**config.mk**
```make
export PLATFORM = sky130hd
export DESIGN_NAME = ascii_integer_parser
export DESIGN_NICKNAME = d
export VERILOG_FILES = /design/src/rtl/aip_pkg.sv /design/src/rtl/aip_step.sv /design/src/rtl/ascii_integer_parser.sv
export SDC_FILE = /design/constraint.sdc
export NUM_CORES = 1
export LEC_CHECK = 0
export BUFFER_PORTS_ARGS = -buffer_cell sky130_fd_sc_hd__buf_2
export CAP_MARGIN = 5
export CORE_MARGIN = 1.5
export CORE_UTILIZATION = 58
export DETAILED_ROUTE_END_ITERATION = 7
export GPL_ROUTABILITY_DRIVEN = 1
export PLACE_DENSITY_LB_ADDON = 0.15
export SLEW_MARGIN = 0
export SYNTH_ARGS = -nofsm -noshare
export SYNTH_HDL_FRONTEND = slang
export SYNTH_SLANG_ARGS = --single-unit
export TNS_END_PERCENT = 50
```
**constraint.sdc**
```tcl
create_clock -name clk_i -period 7.4 [get_ports clk_i]
set_input_delay 1.48 -clock clk_i [delete_from_list [all_inputs] [get_ports clk_i]]
set_output_delay 1.48 -clock clk_i [all_outputs]
set_load 0.02 [all_outputs]
```
**src/rtl/aip_pkg.sv**
```systemverilog
// Shared types, constants and helper functions of the ASCII integer parser.
`default_nettype none

package aip_pkg;

  localparam int unsigned VALUE_BITS = 64;
  localparam int unsigned CNT_W      = 8;
  localparam logic [CNT_W-1:0] COUNT_LIMIT = 8'd255;

  // Configuration register indexes.
  localparam logic [1:0] CFG_RADIX_HINT   = 2'd0;
  localparam logic [1:0] CFG_SIGN_ALLOWED = 2'd1;
  localparam logic [1:0] CFG_MAX_CHARS    = 2'd2;

  // Radix constants.
  localparam logic [5:0] RADIX_AUTO = 6'd0;
  localparam logic [5:0] RADIX_ONE  = 6'd1;
  localparam logic [5:0] RADIX_OCT  = 6'd8;
  localparam logic [5:0] RADIX_DEC  = 6'd10;
  localparam logic [5:0] RADIX_HEX  = 6'd16;
  localparam logic [5:0] RADIX_MAX  = 6'd36;

  // Character codes.
  localparam logic [7:0] CH_ZERO  = 8'h30;
  localparam logic [7:0] CH_NINE  = 8'h39;
  localparam logic [7:0] CH_LO_A  = 8'h61;
  localparam logic [7:0] CH_LO_Z  = 8'h7A;
  localparam logic [7:0] CH_UP_A  = 8'h41;
  localparam logic [7:0] CH_UP_Z  = 8'h5A;
  localparam logic [7:0] CH_LO_X  = 8'h78;
  localparam logic [7:0] CH_UP_X  = 8'h58;
  localparam logic [7:0] CH_PLUS  = 8'h2B;
  localparam logic [7:0] CH_MINUS = 8'h2D;

  typedef enum logic [2:0] {
    ST_MORE       = 3'd0,
    ST_DONE_CHAR  = 3'd1,
    ST_DONE_WIDTH = 3'd2,
    ST_FAIL       = 3'd3,
    ST_IDLE       = 3'd4
  } aip_status_e;

  typedef enum logic [2:0] {
    PH_IDLE   = 3'd0,
    PH_START  = 3'd1,
    PH_PREFIX = 3'd2,
    PH_HELD   = 3'd3,
    PH_DIGITS = 3'd4
  } aip_phase_e;

  typedef struct packed {
    logic [7:0] ch;
    logic       start_req;
  } aip_in_t;

  typedef struct packed {
    logic [2:0]            status;
    logic [VALUE_BITS-1:0] value;
    logic                  negative;
    logic [CNT_W-1:0]      consumed;
  } aip_out_t;

  typedef struct packed {
    logic [5:0] radix_hint;
    logic       sign_allowed;
    logic [7:0] max_chars;
  } aip_cfg_t;

  typedef struct packed {
    logic [VALUE_BITS-1:0] acc;
    logic                  minus;
    logic [CNT_W-1:0]      cnt;
    aip_phase_e            phase;
    logic [5:0]            radix;
    logic                  digit_seen;
  } aip_state_t;

  typedef struct packed {
    logic       ok;
    logic [5:0] val;
  } aip_digit_t;

  function automatic aip_digit_t char_digit(logic [7:0] c);
    aip_digit_t d;
    d.ok  = 1'b0;
    d.val = 6'd0;
    if (c >= CH_ZERO && c <= CH_NINE) begin
      d.ok  = 1'b1;
      d.val = 6'(c - CH_ZERO);
    end else if (c >= CH_LO_A && c <= CH_LO_Z) begin
      d.ok  = 1'b1;
      d.val = 6'(c - CH_LO_A) + 6'd10;
    end else if (c >= CH_UP_A && c <= CH_UP_Z) begin
      d.ok  = 1'b1;
      d.val = 6'(c - CH_UP_A) + 6'd10;
    end
    return d;
  endfunction

  function automatic logic [CNT_W-1:0] sat_inc(logic [CNT_W-1:0] cnt);
    return (cnt == COUNT_LIMIT) ? cnt : cnt + 1'b1;
  endfunction

  function automatic logic width_hit(logic [CNT_W-1:0] cnt, logic [7:0] max_chars);
    return (max_chars != 8'd0) && (cnt >= max_chars);
  endfunction

  function automatic logic two_left(logic [CNT_W-1:0] cnt, logic [7:0] max_chars);
    return (max_chars == 8'd0) || (({1'b0, cnt} + 9'd2) <= {1'b0, max_chars});
  endfunction

endpackage

`default_nettype wire

```
**src/rtl/aip_step.sv**
```systemverilog
// One parser step: next state and status from the current state and one character.
`default_nettype none

module aip_step (
  input  aip_pkg::aip_state_t  state_i,
  input  aip_pkg::aip_cfg_t    cfg_i,
  input  aip_pkg::aip_in_t     item_i,
  output aip_pkg::aip_state_t  state_o,
  output aip_pkg::aip_status_e status_o
);

  aip_pkg::aip_state_t  st;
  aip_pkg::aip_status_e status;
  aip_pkg::aip_digit_t  dig;
  logic                 do_prefix;
  logic                 do_digit;
  logic                 fail;
  logic [7:0]           c;
  logic [5:0]           r;
  logic [69:0]          prod;

  always_comb begin
    st        = state_i;
    status    = aip_pkg::ST_MORE;
    do_prefix = 1'b0;
    do_digit  = 1'b0;
    fail      = 1'b0;
    c         = item_i.ch;
    r         = cfg_i.radix_hint;
    dig       = aip_pkg::char_digit(c);
    prod      = '0;

    if (item_i.start_req) begin
      st.acc        = '0;
      st.minus      = 1'b0;
      st.cnt        = '0;
      st.radix      = '0;
      st.digit_seen = 1'b0;
      st.phase      = aip_pkg::PH_START;
    end

    case (st.phase)
      aip_pkg::PH_START: begin
        if (r == aip_pkg::RADIX_ONE || r > aip_pkg::RADIX_MAX) begin
          fail = 1'b1;
        end else if (cfg_i.sign_allowed && (c == aip_pkg::CH_PLUS || c == aip_pkg::CH_MINUS)) begin
          st.minus = (c == aip_pkg::CH_MINUS);
          st.cnt   = aip_pkg::sat_inc(st.cnt);
          if (aip_pkg::width_hit(st.cnt, cfg_i.max_chars)) begin
            fail = 1'b1;
          end else begin
            st.phase = aip_pkg::PH_PREFIX;
          end
        end else begin
          do_prefix = 1'b1;
        end
      end
      aip_pkg::PH_PREFIX: begin
        do_prefix = 1'b1;
      end
      aip_pkg::PH_HELD: begin
        if (c == aip_pkg::CH_LO_X || c == aip_pkg::CH_UP_X) begin
          st.cnt   = aip_pkg::sat_inc(st.cnt);
          st.radix = aip_pkg::RADIX_HEX;
          if (aip_pkg::width_hit(st.cnt, cfg_i.max_chars)) begin
            fail = 1'b1;
          end else begin
            st.phase = aip_pkg::PH_DIGITS;
          end
        end else begin
          // The held zero becomes the first digit of the number.
          st.acc        = '0;
          st.digit_seen = 1'b1;
          st.phase      = aip_pkg::PH_DIGITS;
          do_digit      = 1'b1;
        end
      end
      aip_pkg::PH_DIGITS: begin
        do_digit = 1'b1;
      end
      default: begin
        status   = aip_pkg::ST_IDLE;
        st.phase = aip_pkg::PH_IDLE;
      end
    endcase

    if (do_prefix) begin
      if ((r == aip_pkg::RADIX_AUTO || r == aip_pkg::RADIX_HEX) && c == aip_pkg::CH_ZERO &&
          aip_pkg::two_left(st.cnt, cfg_i.max_chars)) begin
        st.cnt   = aip_pkg::sat_inc(st.cnt);
        st.radix = (r == aip_pkg::RADIX_AUTO) ? aip_pkg::RADIX_OCT : aip_pkg::RADIX_HEX;
        st.phase = aip_pkg::PH_HELD;
      end else begin
        if (r == aip_pkg::RADIX_AUTO) begin
          st.radix = (c == aip_pkg::CH_ZERO) ? aip_pkg::RADIX_OCT : aip_pkg::RADIX_DEC;
        end else begin
          st.radix = r;
        end
        st.phase = aip_pkg::PH_DIGITS;
        do_digit = 1'b1;
      end
    end

    if (do_digit) begin
      if (dig.ok && dig.val < st.radix) begin
        prod          = {6'd0, st.acc} * {64'd0, st.radix};
        st.acc        = prod[aip_pkg::VALUE_BITS-1:0] + {58'd0, dig.val};
        st.digit_seen = 1'b1;
        st.cnt        = aip_pkg::sat_inc(st.cnt);
        if (aip_pkg::width_hit(st.cnt, cfg_i.max_chars)) begin
          st.phase = aip_pkg::PH_IDLE;
          status   = aip_pkg::ST_DONE_WIDTH;
        end
      end else if (st.digit_seen) begin
        st.phase = aip_pkg::PH_IDLE;
        status   = aip_pkg::ST_DONE_CHAR;
      end else begin
        fail = 1'b1;
      end
    end

    if (fail) begin
      st.acc        = '0;
      st.minus      = 1'b0;
      st.cnt        = '0;
      st.digit_seen = 1'b0;
      st.phase      = aip_pkg::PH_IDLE;
      status        = aip_pkg::ST_FAIL;
    end

    state_o  = st;
    status_o = status;
  end

endmodule

`default_nettype wire

```
**src/rtl/ascii_integer_parser.sv**
```systemverilog
// Top level of the ASCII integer parser: input register, parser step and result register.
//
// Characters arrive one beat each on the in channel (in_valid_i / in_ready_o); a beat with
// start_req set begins a new number. Every input beat yields exactly one result beat on the
// out channel (out_valid_o / out_ready_i) with the status, the accumulated value, the sign
// and the consumed count after that character.
// A beat is captured in the input register; the parser step runs combinationally between
// that register and the result register, which takes the result when it is empty or being
// drained. One character is processed per cycle while the receiver does not stall.
// When the receiver stalls, the result register holds its beat and the input register holds
// the next one; in_ready_o drops only when both are full, and the flow resumes at full rate.
// Configuration writes (cfg_valid_i / cfg_ready_o) are always accepted; index 0
// is the radix hint, 1 the sign enable, 2 the width limit, other indexes are ignored.
// Reset clears both registers' valid flags, returns the parser to idle and loads the
// configuration defaults: radix 10, signs allowed, no width limit.
`default_nettype none

module ascii_integer_parser (
  input  wire                   clk_i,
  input  wire                   rst_ni,
  input  wire                   in_valid_i,
  output logic                  in_ready_o,
  input  aip_pkg::aip_in_t      in_data_i,
  output logic                  out_valid_o,
  input  wire                   out_ready_i,
  output aip_pkg::aip_out_t     out_data_o,
  input  wire                   cfg_valid_i,
  output logic                  cfg_ready_o,
  input  wire  [1:0]            cfg_index_i,
  input  wire  [7:0]            cfg_data_i
);

  aip_pkg::aip_cfg_t    cfg_q;
  aip_pkg::aip_state_t  state_q;
  aip_pkg::aip_state_t  state_d;
  aip_pkg::aip_status_e status_d;
  aip_pkg::aip_in_t     in_q;
  logic                 in_vld_q;
  aip_pkg::aip_out_t    out_q;
  logic                 out_vld_q;
  logic                 advance;

  assign advance     = in_vld_q && (!out_vld_q || out_ready_i);
  assign in_ready_o  = !in_vld_q || advance;
  assign cfg_ready_o = 1'b1;
  assign out_valid_o = out_vld_q;
  assign out_data_o  = out_q;

  aip_step u_step (
    .state_i  (state_q),
    .cfg_i    (cfg_q),
    .item_i   (in_q),
    .state_o  (state_d),
    .status_o (status_d)
  );

  always_ff @(posedge clk_i or negedge rst_ni) begin
    if (!rst_ni) begin
      cfg_q.radix_hint   <= aip_pkg::RADIX_DEC;
      cfg_q.sign_allowed <= 1'b1;
      cfg_q.max_chars    <= 8'd0;
    end else if (cfg_valid_i) begin
      case (cfg_index_i)
        aip_pkg::CFG_RADIX_HINT:   cfg_q.radix_hint   <= cfg_data_i[5:0];
        aip_pkg::CFG_SIGN_ALLOWED: cfg_q.sign_allowed <= cfg_data_i[0];
        aip_pkg::CFG_MAX_CHARS:    cfg_q.max_chars    <= cfg_data_i;
        default: ;
      endcase
    end
  end

  always_ff @(posedge clk_i or negedge rst_ni) begin
    if (!rst_ni) begin
      in_vld_q  <= 1'b0;
      out_vld_q <= 1'b0;
      state_q   <= '{acc: '0, minus: 1'b0, cnt: '0, phase: aip_pkg::PH_IDLE,
                     radix: '0, digit_seen: 1'b0};
    end else begin
      if (in_ready_o) begin
        in_vld_q <= in_valid_i;
      end
      if (advance) begin
        out_vld_q <= 1'b1;
        state_q   <= state_d;
      end else if (out_ready_i) begin
        out_vld_q <= 1'b0;
      end
    end
  end

  always_ff @(posedge clk_i) begin
    if (in_ready_o && in_valid_i) begin
      in_q <= in_data_i;
    end
    if (advance) begin
      out_q.status   <= status_d;
      out_q.value    <= state_d.acc;
      out_q.negative <= state_d.minus;
      out_q.consumed <= state_d.cnt;
    end
  end

endmodule

`default_nettype wire

```
==> impl_metrics.csv, run 1 <==
group,metric,value,unit
status,status,"completed",
critical_path,start_kind,"flip-flop",
timing,final_max_slew_viol_count,0,
clocking,cts_buffers,17,
clocking,postCtsHoldBufs,0,
critical_path,critical-path-slowest-cell,"or3_4",
floorplanning,die_w,195,µm
power,power.share.switching,39.2,%
power,p_int,2.19,mW
power,power.density,139,mW/mm²
critical_path,required,7.80,ns
final_layout,final_util,71.1,%
power,total_leakage_power,12.6,nW
drt,drc,0,
final_layout,final_cells,3102,
floorplanning,core,0.0365,mm²
synth,synth_seq_cells,185,
final_layout,n_antenna_cell,0,
critical_path,critPathMaxStageDelay,0.42,ns
timing,finClkSkew,0.0147,ns
hold_path,hold_path_class,"reg -> reg",
timing,rsz0062_at_grt,"true",
synth,synth_edf_count,85,
drt,vias,19400,
clocking,clkSinkCount,185,
place,dp.cells,3015,
clocking,clk_pin_slew,0.08,ns
drt,ant_nets,0,
grt,antenna_found_initial,0,
final_layout,fin_nets,3053,
synth,synthFlopType,"dfrtp_1",
power,switching_power,1.41,mW
drt,post_drt_wl_per_cell,21.3,µm
floorplanning,pin_count,103,
timing,worst_pin_slew,1.08,ns
timing,setup_tns,0,ns
clocking,htreeDepth,4,
timing,final.min_clock_period,7.32,ns
timing,relSlewSlack,28.3,%
final_layout,areaGrowthSynthToFinish,21.2,%
final_layout,drive_above_1_share,24.0,%
timing,setup_viol,0,
grt,grt_pass1_vias,19100,
power,seqPwrFrac,33.7,%
timing,hold_viol,0,
clocking,cts-root-buf,"clkbuf_16",
clocking,clock_latency,0.49,ns
synth,synth.distinct_cells,100,
clocking,clockBufferDepth,2,
power,ir_drop,0.000205,V
timing,clock.fmax,137,MHz
grt,grt.total_usage,34.6,%
critical_path,worstPathArrival,7.72,ns
synth,avgSynthCellArea,9.09,µm²
synth,synthArstFlopShare,54.1,%
drt,dr.pass1.iters,5,
critical_path,path_class,"reg -> reg",
synth,postSynthCellCount,2357,
power,combPwrFrac,38.1,%
synth,yosysWarningCount,0,
critical_path,worstPathMaxFanout,5,
floorplanning,start_util,58.7,%
synth,synth_nets,2789,
clocking,cts_tree,"yes",
drt,drtIter0Drc,1813,
place,numPortBuffers,101,
place,hpwl,48.5,mm
drt,viasPerCell,6.24,
power,power.total,3.60,mW
synth,syn-cell-area,0.0214,mm²
place,gp_congestion,0.999,
critical_path,cpMostUsedCell,"a21o_1",
run,drv_cap,0,
power,clock_power_share,28.1,%
grt,grt_pass1_wl,103,mm
synth,seq_area_frac_synth,23.6,%
critical_path,critPathCaptureType,"flip-flop",
timing,min_period_over_period,98.9,%
floorplanning,rows,70,
grt,globalRouteOverflowTotal,0,
grt,grt_max_degree,82,
floorplanning,dieHeight,195,µm
floorplanning,die_area,0.0381,mm²
drt,drt-total-wl,66.2,mm
[routing by layer]
metal / GRT usage (%) / share of wire, %
met5: 0 / 0
met1: 47.2 / 43
met4: 12.4 / 3.4
met2: 56.1 / 47
met3: 5.42 / 6.9
[state kept, by name (all words and copies together) (netlist names)]
name,cells
out_data_o,76
in_vld_q,1
in_q,9
state_q,83
out_valid_o,1
cfg_q,15
[synth_stat cells, drive strengths merged, types with 16 or more instances]
cell type	number	area (µm²)
a211oi	22	188
xnor2	50	438
o21a	16	120
mux2	28	319
nand2	212	801
dfrtp	97	2430
nand4	21	138
a21oi	130	654
mux2i	16	160
buf	40	188
nor2	502	1880
clkbuf	77	289
a21o	59	443
ha	168	2100
fa	240	4800
a31oi	29	203
and3	17	106
inv	95	357
nand3	53	265
o31ai	47	373
nor3	27	140
o21ai	85	425
and2	17	106
edfxtp	85	2550
xor2	27	236
[placed cells by master (no fill, tap or decap), types with 8 or more instances in the layout]
master | synthesis | final
clkbuf_16 | 0 | 25
edfxtp_1 | 85 | 85
nor2_1 | 502 | 471
a21o_1 | 59 | 59
nor2_4 | 0 | 9
o31ai_1 | 43 | 41
and2_1 | 17 | 15
buf_4 | 4 | 233
fa_1 | 240 | 239
a21oi_1 | 129 | 110
nand3_1 | 53 | 50
a31oi_1 | 27 | 22
inv_1 | 95 | 86
a22o_1 | 10 | 10
nor3_1 | 26 | 22
buf_2 | 18 | 100
a211oi_2 | 2 | 9
o21bai_1 | 12 | 12
nand2_1 | 210 | 206
buf_12 | 0 | 10
and3_1 | 17 | 15
a21oi_2 | 1 | 16
xor2_1 | 27 | 24
o21ai_0 | 82 | 68
nand4_1 | 20 | 20
o21ai_1 | 3 | 11
nor2_2 | 0 | 22
ha_1 | 168 | 145
mux2i_1 | 16 | 10
a211oi_1 | 19 | 12
dfrtp_1 | 97 | 97
nand2b_1 | 15 | 15
xnor2_1 | 50 | 47
ha_4 | 0 | 16
buf_6 | 0 | 8
mux2_2 | 27 | 26
o21a_1 | 16 | 15
nor2b_1 | 12 | 11
[per-stage QoR]
step           hold slack [ns]  setup WS [ns]  area, µm²
6_report                 0.478         0.0796      26000
5_1_grt                  0.497         -0.240      26000
3_3_place_gp             0.460         -0.127      23900
2_1_floorplan            0.448        0.00542      21600
3_5_place_dp             0.466         -0.311      23900
4_1_cts                  0.482        -0.0129      24700
[final cells by class]
class,instances,area (µm²)
fill,2761,10600
timing repair buffer,362,2800
clock inverter,8,93.8
sequential,185,5060
tap,468,586
clock buffer,24,536
inverter,95,380
multi-input combinational,1960,16500
[repair_timing]
action	4_1_cts	5_1_grt
setup endpoints to repair	49	75
gates cloned	1	5
resized for setup	25	170
pin swaps	15	98
buffers inserted	13	37
[critical path, delay by kind of cell, from the launching register on]
kind | cells | cell delay (ns)
AND/OR/NAND/NOR | 12 | 2.81
AO/OA/AOI/OAI | 14 | 2.52
adder cells (fa/ha/maj) | 3 | 0.71
flip-flops | 1 | 0.41
buffers and inverters | 3 | 0.33
XOR/XNOR | 2 | 0.26
multiplexers | 1 | 0.16
[power by group through the flow]
stage               combinational (mW)  sequential [mW]  clock [mW]
CTS                               1.18             1.21        1.02
detailed placement                1.16             1.23           0
finish                            1.37             1.21        1.01
floorplan                        0.627             1.27           0
global route                      1.45             1.22        1.05
global placement                  1.14             1.23           0
[final timing paths]
kind / from / end / slack, ns / depth (start not counted)
max reg2reg: in_q[0] / state_q[8] / 0.08 / 35
min in group asynchronous: rst_ni / state_q[82] / 1.05 / 1
max: in_q[0] / state_q[8] / 0.08 / 35
min reg2reg: state_q[23] / state_q[23] / 0.48 / 2
min: state_q[23] / state_q[23] / 0.48 / 2
max in group asynchronous: rst_ni / state_q[10] / 5.01 / 2
[logic make-up (layout without fill, tap and decap cells)]
logic type               after synthesis  after routing  share of synthesized area [%]
XOR/XNOR                              78             78                           3.25
adder cells (fa/ha/maj)              408            408                           32.2
flip-flops                           185            185                           23.6
multiplexers                          44             44                           2.24
other                                  1              1                         0.0175
buffers and inverters                212            489                           3.89
AO/OA/AOI/OAI                        492            492                           15.7
AND/OR/NAND/NOR                      937            937                           19.1
Note: power is estimated with default switching activity, not from simulation.
==> run 2, diff against run 1 <==
- CORE_UTILIZATION: 58 -> 55
- GPL_TIMING_DRIVEN: unset -> 1
- HOLD_SLACK_MARGIN: unset -> 0.1
==> impl_metrics.csv, run 2 (synthesized netlist as in run 1, its figures left out) <==
group,metric,value,unit
clocking,clk_pin_slew,0.08,ns
final_layout,fin_nets,3054,
critical_path,critical-path-slowest-cell,"edfxtp_1",
clocking,clock_latency,0.51,ns
floorplanning,rows,72,
critical_path,critPathCaptureType,"flip-flop",
clocking,clkSinkCount,185,
timing,setup_tns,-0.0934,ns
timing,hold_viol,0,
timing,worst_pin_slew,1.25,ns
power,ir_drop,0.000206,V
timing,setup_viol,3,
critical_path,cpMostUsedCell,"a21o_1",
final_layout,n_antenna_cell,0,
timing,rsz0062_at_grt,"true",
floorplanning,die_area,0.0402,mm²
drt,drtIter0Drc,1582,
clocking,clockBufferDepth,2,
final_layout,mostFrequentLayoutCell,"nor2_1",
status,status,"complete, but fails checks",
drt,drc,0,
critical_path,critPathMaxStageDelay,0.45,ns
grt,grt.total_usage,32.3,%
timing,min_period_over_period,101,%
place,hpwl,48.8,mm
hold_path,hold_start,"state_q[57]",
critical_path,path_class,"reg -> reg",
critical_path,critical_path.startpoint,"in_q[1]",
clocking,cts_tree,"yes",
place,numPortBuffers,101,
drt,vias,19200,
timing,clock.fmax,134,MHz
grt,antenna_found_initial,0,
final_layout,final_cell_mix,"nor2_1 (479), fa_1 (240), buf_4 (229)",
clocking,cts_buffers,17,
power,power.total,3.62,mW
critical_path,worstPathMaxFanout,4,
final_layout,final_area,0.0259,mm²
critical_path,worstPathArrival,7.88,ns
grt,grt_pass1_wl,102,mm
drt,drt-total-wl,65.4,mm
power,power.density,140,mW/mm²
final_layout,areaGrowthSynthToFinish,20.7,%
timing,finClkSkew,0.0184,ns
drt,ant_nets,0,
final_layout,n_fill_cell,3190,
hold_path,hold_path_class,"reg -> reg",
final_layout,drive_above_1_share,23.5,%
drt,dr.pass1.iters,6,
power,total_leakage_power,12.6,nW
floorplanning,dieHeight,200,µm
run,drv_cap,0,
timing,relSlewSlack,16.6,%
place,gp_congestion,0.984,
timing,final_max_slew_viol_count,0,
clocking,htreeDepth,4,
timing,final.min_clock_period,7.44,ns
grt,globalRouteOverflowTotal,0,
final_layout,largest_register_ffs,83,
floorplanning,core,0.0386,mm²
status,violations,"negative setup slack",
floorplanning,start_util,55.6,%
grt,grt_pass1_vias,19200,
timing,fin_hold_ws,0.478,ns
critical_path,r2r-start,"in_q[1]",
clocking,cts-root-buf,"clkbuf_16",
place,place_area,0.0239,mm²
floorplanning,die_w,200,µm
timing,setup_slack,-0.0392,ns
floorplanning,pin_count,103,
drt,viasPerCell,6.10,
drt,post_drt_wl_per_cell,20.7,µm
final_layout,largest_register,"state_q",
clocking,postCtsHoldBufs,0,
critical_path,start_kind,"flip-flop",
critical_path,required,7.84,ns
grt,grt_max_degree,82,
run 2: cell type report:
type	instances	area [µm²]	area share [%]
Sequential cell	185	5060	19.6
Multi-Input combinational cell	1960	16400	63.2
Clock buffer	17	425	1.65
Timing Repair Buffer	363	2780	10.7
Clock inverter	15	209	0.808
Tap cell	518	648	2.51
Inverter	95	390	1.51
run 2: what timing repair did:
item                                    CTS  global route
resized for setup                        25           157
pin swaps                                29            56
endpoints found under the setup margin   47            80
cloned                                    0             5
buffers inserted                         14            38
run 2: report_power, final:
part	total, mW	switching [mW]	internal [mW]
combinational	1.37	0.880	0.490
sequential	1.21	0.0517	1.16
clock	1.03	0.487	0.545
run 2: stage by stage:
stage	utilization, %	std cells	setup slack [ns]
floorplan	-	2357	0.00542
global placement	62.0	3064	-0.134
detailed placement	62.0	3064	-0.204
CTS	64.2	3110	-0.0548
global route	67.1	3153	-0.373
finish	67.1	3153	-0.0392
run 2: worst paths after layout:
| check | end | slack [ns] | cells past startpoint |
|---|---|---|---|
| setup / recovery | state_q[7] | -0.04 | 36 |
| hold reg to reg | state_q[57] | 0.48 | 2 |
| setup reg to reg | state_q[7] | -0.04 | 36 |
| min in group asynchronous | state_q[72] | 1.03 | 1 |
| hold / removal | state_q[57] | 0.48 | 2 |
| max in group asynchronous | state_q[29] | 5.07 | 2 |
run 2: worst max-delay path: cells and delay by family (launching register included):
kind                       cells  cell delay (ns)
adders and majority gates      4             1.03
xor gates and xnor gates       2             0.26
AOI/OAI and AO/OA             12             2.08
buffers and inverters          3             0.37
muxes                          1             0.20
and+or+nand+nor               14             3.00
DFF                            1             0.45
run 2: metal layers:
layer	global-route usage [%]	vias to the layer above	wire length, µm
li1	-	8682	-
met1	42.2	9548	27000
met2	53.4	812	31400
met3	4.72	190	4060
met4	14.6	0	2930
met5	0	-	0
